===== src/design/bole_pkg.sv =====
`timescale 1ns / 1ps
`default_nettype none

package bole_pkg;

  localparam int DATA_W       = 32;
  localparam int POS_W        = 4;
  localparam int CNT_OUT_W    = 5;
  localparam int CAPACITY_DEF = 16;
  localparam int IN_TDATA_W   = 40;
  localparam int OUT_TDATA_W  = 40;

  typedef enum logic [1:0] {
    MODE_HEAD   = 2'd0,
    MODE_TAIL   = 2'd1,
    MODE_REMOVE = 2'd2,
    MODE_READ   = 2'd3
  } mode_t;

  typedef enum logic [1:0] {
    ST_DONE = 2'd0,
    ST_FULL = 2'd1,
    ST_MISS = 2'd2
  } status_t;

  // operation broadcast to every cell
  typedef struct packed {
    logic              fire;
    logic              do_head;
    logic              do_tail;
    mode_t             mode;
    logic [DATA_W-1:0] value;
    logic [POS_W-1:0]  pos;
  } op_t;

endpackage

`default_nettype wire


===== src/design/bole_cell.sv =====
`timescale 1ns / 1ps
`default_nettype none

module bole_cell
  import bole_pkg::*;
#(
  parameter int CNT_W = 5,
  parameter int IDX   = 0
) (
  input  wire logic              clk,
  input  wire op_t               op,
  input  wire logic [CNT_W-1:0]  count,
  input  wire logic [DATA_W-1:0] left_entry,
  input  wire logic [DATA_W-1:0] right_entry,
  input  wire logic              hit_in,
  input  wire logic [DATA_W-1:0] rd_in,
  output logic      [DATA_W-1:0] entry,
  output logic                   hit_out,
  output logic      [DATA_W-1:0] rd_out
);

  localparam int PW = (CNT_W > POS_W) ? CNT_W : POS_W;
  localparam logic [CNT_W-1:0] IDX_C = CNT_W'(IDX);
  localparam logic [PW-1:0]    IDX_P = PW'(IDX);

  logic held;
  logic match;
  logic rd_sel;

  assign held    = IDX_C < count;
  assign match   = held && (op.mode == MODE_REMOVE) && (entry == op.value);
  assign hit_out = hit_in | match;
  assign rd_sel  = held && (op.mode == MODE_READ) && (PW'(op.pos) == IDX_P);
  assign rd_out  = rd_in | (rd_sel ? entry : '0);

  always_ff @(posedge clk) begin
    priority if (op.do_head) begin
      entry <= left_entry;
    end else if (op.do_tail && (count == IDX_C)) begin
      entry <= op.value;
    end else if (op.fire && (op.mode == MODE_REMOVE) && (hit_in || match)) begin
      entry <= right_entry;
    end else begin
      entry <= entry;
    end
  end

endmodule

`default_nettype wire


===== src/design/bounded_ordered_list_engine.sv =====
`timescale 1ns / 1ps
`default_nettype none

// Ordered list of up to CAPACITY signed 32-bit values held in a row of cells,
// head at position 0. Every input beat (insert at head, append at tail,
// remove first equal, read position) is handled by all cells: they compare
// and shift together, and one result beat is registered on the next edge.
// A new beat is taken every cycle while the result register is free or being
// drained, so the rate is one beat per cycle, limited only by output stalls.
// Entries are not cleared at reset; only held positions are ever read.

module bounded_ordered_list_engine
  import bole_pkg::*;
#(
  parameter int CAPACITY = CAPACITY_DEF
) (
  input  wire logic                   clk,
  input  wire logic                   rst,
  input  wire logic                   s_axis_tvalid,
  output logic                        s_axis_tready,
  input  wire logic [IN_TDATA_W-1:0]  s_axis_tdata,  // value[31:0], position[35:32]
  input  wire logic [1:0]             s_axis_tuser,  // mode[1:0]
  output logic                        m_axis_tvalid,
  input  wire logic                   m_axis_tready,
  output logic      [OUT_TDATA_W-1:0] m_axis_tdata,  // entry_count[4:0], read_value[36:5]
  output logic      [1:0]             m_axis_tuser   // status[1:0]
);

  localparam int CNT_W = $clog2(CAPACITY + 1);
  localparam int PW    = (CNT_W > POS_W) ? CNT_W : POS_W;
  localparam logic [CNT_W-1:0] CAP_C = CNT_W'(CAPACITY);

  logic [CNT_W-1:0]     count;
  logic [CNT_W-1:0]     count_next;
  logic                 fire;
  logic                 full;
  logic                 read_ok;
  op_t                  op;
  status_t              status_next;
  logic [DATA_W-1:0]    rd_next;

  logic [DATA_W-1:0]    ent [CAPACITY];
  logic                 hit [CAPACITY+1];
  logic [DATA_W-1:0]    rd  [CAPACITY+1];

  logic [CNT_W+CNT_OUT_W-1:0] cnt_ext;
  logic [CNT_OUT_W-1:0]       count_q;
  status_t                    status_q;
  logic [DATA_W-1:0]          rd_q;

  assign s_axis_tready = !m_axis_tvalid || m_axis_tready;
  assign fire          = s_axis_tvalid && s_axis_tready;
  assign full          = count == CAP_C;

  assign op.fire    = fire;
  assign op.mode    = mode_t'(s_axis_tuser);
  assign op.value   = s_axis_tdata[DATA_W-1:0];
  assign op.pos     = s_axis_tdata[DATA_W+POS_W-1:DATA_W];
  assign op.do_head = fire && (op.mode == MODE_HEAD) && !full;
  assign op.do_tail = fire && (op.mode == MODE_TAIL) && !full;

  assign hit[0] = 1'b0;
  assign rd[0]  = '0;

  for (genvar i = 0; i < CAPACITY; i++) begin : g_cell
    logic [DATA_W-1:0] left_entry;
    logic [DATA_W-1:0] right_entry;

    if (i == 0) begin : g_first
      assign left_entry = op.value;
    end else begin : g_mid
      assign left_entry = ent[i-1];
    end

    if (i == CAPACITY - 1) begin : g_last
      assign right_entry = ent[i];
    end else begin : g_inner
      assign right_entry = ent[i+1];
    end

    bole_cell #(
      .CNT_W (CNT_W),
      .IDX   (i)
    ) u_cell (
      .clk         (clk),
      .op          (op),
      .count       (count),
      .left_entry  (left_entry),
      .right_entry (right_entry),
      .hit_in      (hit[i]),
      .rd_in       (rd[i]),
      .entry       (ent[i]),
      .hit_out     (hit[i+1]),
      .rd_out      (rd[i+1])
    );
  end

  assign read_ok = PW'(op.pos) < PW'(count);

  always_comb begin
    count_next  = count;
    status_next = ST_DONE;
    rd_next     = '0;
    unique case (op.mode)
      MODE_HEAD, MODE_TAIL: begin
        if (full) begin
          status_next = ST_FULL;
        end else begin
          count_next = count + CNT_W'(1);
        end
      end
      MODE_REMOVE: begin
        if (hit[CAPACITY]) begin
          count_next = count - CNT_W'(1);
        end else begin
          status_next = ST_MISS;
        end
      end
      MODE_READ: begin
        if (read_ok) begin
          rd_next = rd[CAPACITY];
        end else begin
          status_next = ST_MISS;
        end
      end
      default: begin
        status_next = ST_MISS;
      end
    endcase
  end

  assign cnt_ext = (CNT_W+CNT_OUT_W)'(count_next);

  always_ff @(posedge clk) begin
    if (rst) begin
      count         <= '0;
      m_axis_tvalid <= 1'b0;
    end else begin
      if (fire) begin
        count         <= count_next;
        m_axis_tvalid <= 1'b1;
      end else if (m_axis_tready) begin
        m_axis_tvalid <= 1'b0;
      end
    end
  end

  always_ff @(posedge clk) begin
    if (fire) begin
      count_q  <= cnt_ext[CNT_OUT_W-1:0];
      status_q <= status_next;
      rd_q     <= rd_next;
    end
  end

  assign m_axis_tdata = {{(OUT_TDATA_W-DATA_W-CNT_OUT_W){1'b0}}, rd_q, count_q};
  assign m_axis_tuser = status_q;

endmodule

`default_nettype wire

===== config.mk =====
export PLATFORM = sky130hd
export DESIGN_NAME = bounded_ordered_list_engine
export DESIGN_NICKNAME = d
export VERILOG_FILES = /design/src/design/bole_pkg.sv /design/src/design/bole_cell.sv /design/src/design/bounded_ordered_list_engine.sv
export SDC_FILE = /design/constraint.sdc
export NUM_CORES = 2
export LEC_CHECK = 0
export BUFFER_PORTS_ARGS = -buffer_cell sky130_fd_sc_hd__buf_2
export CORE_MARGIN = 1.5
export CORE_UTILIZATION = 65
export DETAILED_ROUTE_END_ITERATION = 16
export GPL_TIMING_DRIVEN = 0
export MAX_ROUTING_LAYER = met4
export PLACE_DENSITY = 0.82
export SLEW_MARGIN = 25
export SYNTH_ARGS = -nofsm -noshare
export SYNTH_HDL_FRONTEND = slang
export SYNTH_SLANG_ARGS = --single-unit

===== constraint.sdc =====
create_clock -name clk -period 13.96 [get_ports clk]
set_input_delay 4.188 -clock clk [delete_from_list [all_inputs] [get_ports clk]]
set_output_delay 4.188 -clock clk [all_outputs]
set_load 0.02 [all_outputs]

==> results.md, run 1 <==
* I/O Buffers at 49
* Post-synth cell types at 80
* Status: aborted with a tool error
* Vias in the first global route at 38300
* Run Error: [ERROR GRT-0116] Global routing finished with congestion. Check the congestion regions in the DRC Viewer.
* Clk buf depth at 3
* #FFs+latches synth at 557
* Total gr overflow at 7
* Cells after Synth at 3865
* Synthesized area at 38200 um2
* Async SR Flop Fraction at 0
* Htree depth at 2
* Synthesized area per cell at 9.89 um2
* Largest family of logic cells by synthesized area: simple AND/OR/NAND/NOR gates
* Dpl hpwl at 170000 um
* Post-synthesis simple-gate area fraction at 0.141
* Last step reached: global routing
* Chip height at 245 um
* Row Count at 88
* XOR/XNOR Fraction of Synth Area at 0.117
* PostCTS Resize Cnt at 0
* Mux cell area share after synthesis at 0.118
* EDFF count, synth at 551
* Sequential fraction of the synthesis area at 0.436
* Clock sinks at 557
* GPL Wtd Cong at 1.33
* Pin count of the biggest net entering global routing at 33
* First-pass GRT wire length at 307000 um
* Post-place setup slack at 5140 ps
* Total CTS buffers at 61
* Die Width at 245 um
* Top FF cell, synth: edfxtp_1
* CTS Hold Buffers Added at 0
* Post-Synth Adder-Cell Area at 0.00262
* Postcts setup bufs at 0
* GRT Util Overall at 0.767
* IO Count at 90
* Compound-Gate Fraction of Synth Area at 0.139
* Root Buffer: clkbuf_16
* Area after DPL at 39900 um2
* Starting Density at 0.660
* Synthesis Warnings at 0
[cells in the mapped netlist (9+ instances only)]
master,number,area [um2]
nor3_1,40,200
clkbuf_1,199,747
or3_1,10,62.6
xor2_1,433,3790
nor2_2,9,56.3
edfxtp_1,551,16500
nor2_1,102,383
o21ai_1,35,175
buf_4,53,398
nand4b_1,16,140
a222oi_1,64,641
mux2i_1,413,4130
xnor2_1,76,666
nand3_1,35,175
nor4_1,170,1060
a2111oi_0,9,78.8
buf_6,12,135
nand2_1,627,2350
buf_2,75,375
a22o_1,65,569
o21ai_0,438,2190
buf_1,16,60.1
a221oi_1,97,850
nand4_1,60,375
inv_1,18,67.6
a21oi_1,49,245
nand2b_1,10,62.6
mux2_2,30,338
a31oi_1,39,244
[through the flow]
step / hold WS [ps] / instances
3_5_place_dp: 565 / 4699
2_1_floorplan: 566 / 3867
4_1_cts: 575 / 4814
3_3_place_gp: 509 / 4681
[logic make-up after synthesis]
family / after synthesis
other: 1
AND/OR/NAND/NOR: 1138
buffers and inverters: 375
AO/OA/AOI/OAI: 832
adder cells (fa/ha/maj): 8
flip-flops: 557
XOR/XNOR: 509
multiplexers: 445
[routing by layer]
| metal | global-route usage | GRT overflow |
|---|---|---|
| met5 | - | - |
| met4 | 0.640 | 1 |
| met1 | 0.817 | 0 |
| met2 | 0.876 | 6 |
| met3 | 0.624 | 0 |
==> inputs of run 2 (changes only) <==
--- a/config.mk
+++ b/config.mk
@@ -7,11 +7,10 @@
 export LEC_CHECK = 0
 export BUFFER_PORTS_ARGS = -buffer_cell sky130_fd_sc_hd__buf_2
 export CORE_MARGIN = 1.5
-export CORE_UTILIZATION = 65
+export CORE_UTILIZATION = 40
 export DETAILED_ROUTE_END_ITERATION = 16
 export GPL_TIMING_DRIVEN = 0
-export MAX_ROUTING_LAYER = met4
-export PLACE_DENSITY = 0.82
+export PLACE_DENSITY_LB_ADDON = 0.15
 export SLEW_MARGIN = 25
 export SYNTH_ARGS = -nofsm -noshare
 export SYNTH_HDL_FRONTEND = slang
==> results.md, run 2 <==
* PnR worst setup slack at 5170 ps
* Cell mode on critical path: buf_2
* WP buf/inv at 2
* Final Skew at 29.8 ps
* Core area at 94900 um2
* Pin count of the biggest net entering global routing at 33
* First-pass GRT wire length at 329000 um
* Number of antenna violations at the first check in global routing at 16
* Fin Setup TNS at 0 ps
* Clk buf depth at 3
* Worst-Margin Slew at 1290 ps
* Final hold violations at 0
* Sequential fraction of the synthesis area at 0.436
* Clock-pin slew on the worst setup and hold paths at 60 ps
* Chip height at 312 um
* Largest register FFs at 512
* Post-DRT Antenna Nets at 0
* Vias in the first global route at 34200
* Fin. max-slew vios at 0
* Fmax at 114 MHz
* Leading cell type in the layout, fill and taps excluded: nand2_1
* Row Count at 113
* Biggest regs: g_cell.u_cell.entry x512, rd_q x32
* Combinational share of power at 0.152
* Htree depth at 3
* Clock sinks at 557
* Synthesized area per cell at 9.89 um2
* Endpoints failing setup at 0
* Top FF cell, synth: edfxtp_1
* IO Count at 90
* Cell with the most instances after synthesis: nand2_1
* Layout Area Growth over Synthesis at 13.3%
* Max-Cap Viols at 0
* Drt wl/cell at 48.1 um
* PostCTS Resize Cnt at 0
* Worst Path Max Fanout at 3
* Int Power at 3.22 mW
* CP peak stage delay at 170 ps
* Crit Path Category: input pin to output port
* Fin crit period at 8790 ps
* Total CTS buffers at 72
* WL final at 257000 um
* Reg power frac at 0.429
* Synthesized area at 38200 um2
* EDFF count, synth at 551
* Total gr overflow at 0
* Worst min path class: register to register
* DRC at 0
* TritonRoute pass-1 iters at 9
* Vias at 38400
* Maximum vdd ir drop at 0.106 mV
* Crit path arrival time at 4600 ps
* Area leader, netlist: edfxtp_1
* I/O Buffers at 49
* Final layout net count at 4079
* Synthesis Warnings at 0
* Slowest cell on the critical path: buf_2
* Postcts setup bufs at 0
* Area share of the largest cell type after synthesis at 0.433
* Via density at 7.16
* Die Width at 312 um
* Sw power at 1.54 mW
* Share of cells above drive strength 1 at 0.110
* #FFs+latches synth at 557
* Worst slew margin at 0.140
* Async SR Flop Fraction at 0
* CTS Hold Buffers Added at 0
* Clock power frac at 0.420
* Starting Density at 0.403
* DRT iter0 DRCs at 8178
* R2r setup slk at 8160 ps
* Critical Path RT at 9770 ps
* Most frequent cells in the layout: nand2_1, edfxtp_1, o21ai_0
* Critical path startpoint category: input pin
* Root Buffer: clkbuf_16
* GRT Util Overall at 0.512
* Status: finished clean
* RSZ-0062 raised after global routing: false
* Die area at 97400 um2
* Synth area leaders: edfxtp_1, mux2i_1, xor2_1
* Post-synth cell types at 80
* CTS tree: done
* Final period utilization at 0.630
* Post-place setup slack at 4960 ps
* Commonest cells in the synthesized netlist: nand2_1, edfxtp_1, o21ai_0
* Sw Ratio at 0.323
* Cells after Synth at 3865
* Pwr dens at 110 nW/um2
* Clk_lat worst skew at 680 ps
* Crit path capture type: output port
* Biggest register: g_cell.u_cell.entry
* Dpl hpwl at 214000 um
* Worst path cell trace: buf_2 > nand2b_1 > buf_2
* Crit-path leading delay family: buffers and inverters
* Leakage at 14.5 nW
* GPL Wtd Cong at 1.15
run 2: path summary, 6_finish.rpt:
| kind | from | endpoint | cells after the start |
|---|---|---|---|
| setup reg to reg | count[1]$_SDFFE_PP0P_ | g_cell[9].u_cell.entry[17]$_DFFE_PP_ | 14 |
| hold reg to reg | m_axis_tvalid$_SDFFE_PP0P_ | m_axis_tvalid$_SDFFE_PP0P_ | 2 |
| hold / removal | m_axis_tvalid$_SDFFE_PP0P_ | m_axis_tvalid$_SDFFE_PP0P_ | 2 |
| setup / recovery | m_axis_tready | s_axis_tready | 3 |
run 2: worst min-delay path, delay by kind of cell, from the launching register on:
family,cells,cell delay [ps]
flops,1,310
simple gates,1,100
compound gates,1,70
run 2: power by group through the flow:
stage / registers, mW / clock network (mW) / logic, mW
6_report: 2.04 / 2.00 / 0.722
5_1_grt: 2.03 / 2.01 / 0.714
4_1_cts: 2.02 / 1.97 / 0.674
3_5_place_dp: 2.05 / 0 / 0.671
3_3_place_gp: 2.06 / 0 / 0.653
2_1_floorplan: 2.00 / 0 / 0.332
run 2: cells by family (layout without fill, tap and decap cells):
logic type,after synthesis,after routing,synth area share
xor+xnor,509,509,0.117
simple gates,1138,1138,0.141
compound gates,832,832,0.139
flops,557,557,0.436
mux,445,445,0.118
other cells,1,14,0.0000981
fa+ha+maj,8,8,0.00262
buf+inv,375,589,0.0471
run 2: through the flow:
stage,hold slack (ps),instances,area [um2],util,total power [mW]
CTS,518,5346,43200,0.456,4.66
finish,521,5357,43300,0.456,4.76
global placement,500,5181,40100,0.422,2.71
floorplan,566,3867,38200,-,2.33
global route,547,5346,43300,0.456,4.76
detailed placement,507,5216,40900,0.431,2.73
run 2: layout make-up:
| class | instances | area [um2] |
|---|---|---|
| Fill cell | 9099 | 51600 |
| Multi-Input combinational cell | 2935 | 20000 |
| Sequential cell | 557 | 16700 |
| Clock buffer | 85 | 1940 |
| Buffer | 356 | 1760 |
| Tap cell | 1265 | 1580 |
| Timing Repair Buffer | 84 | 790 |
| Clock inverter | 45 | 433 |
| Inverter | 19 | 73.8 |
| Antenna cell | 11 | 27.5 |
run 2: routing by layer:
| metal | global-route usage | up-vias | wire length, um |
|---|---|---|---|
| li1 | - | 14800 | - |
| met1 | 0.641 | 19000 | 92600 |
| met2 | 0.680 | 3841 | 98100 |
| met3 | 0.235 | 737 | 42600 |
| met4 | 0.388 | 6 | 24200 |
| met5 | 0 | - | 45 |
Note: power is estimated with default switching activity, not from simulation.
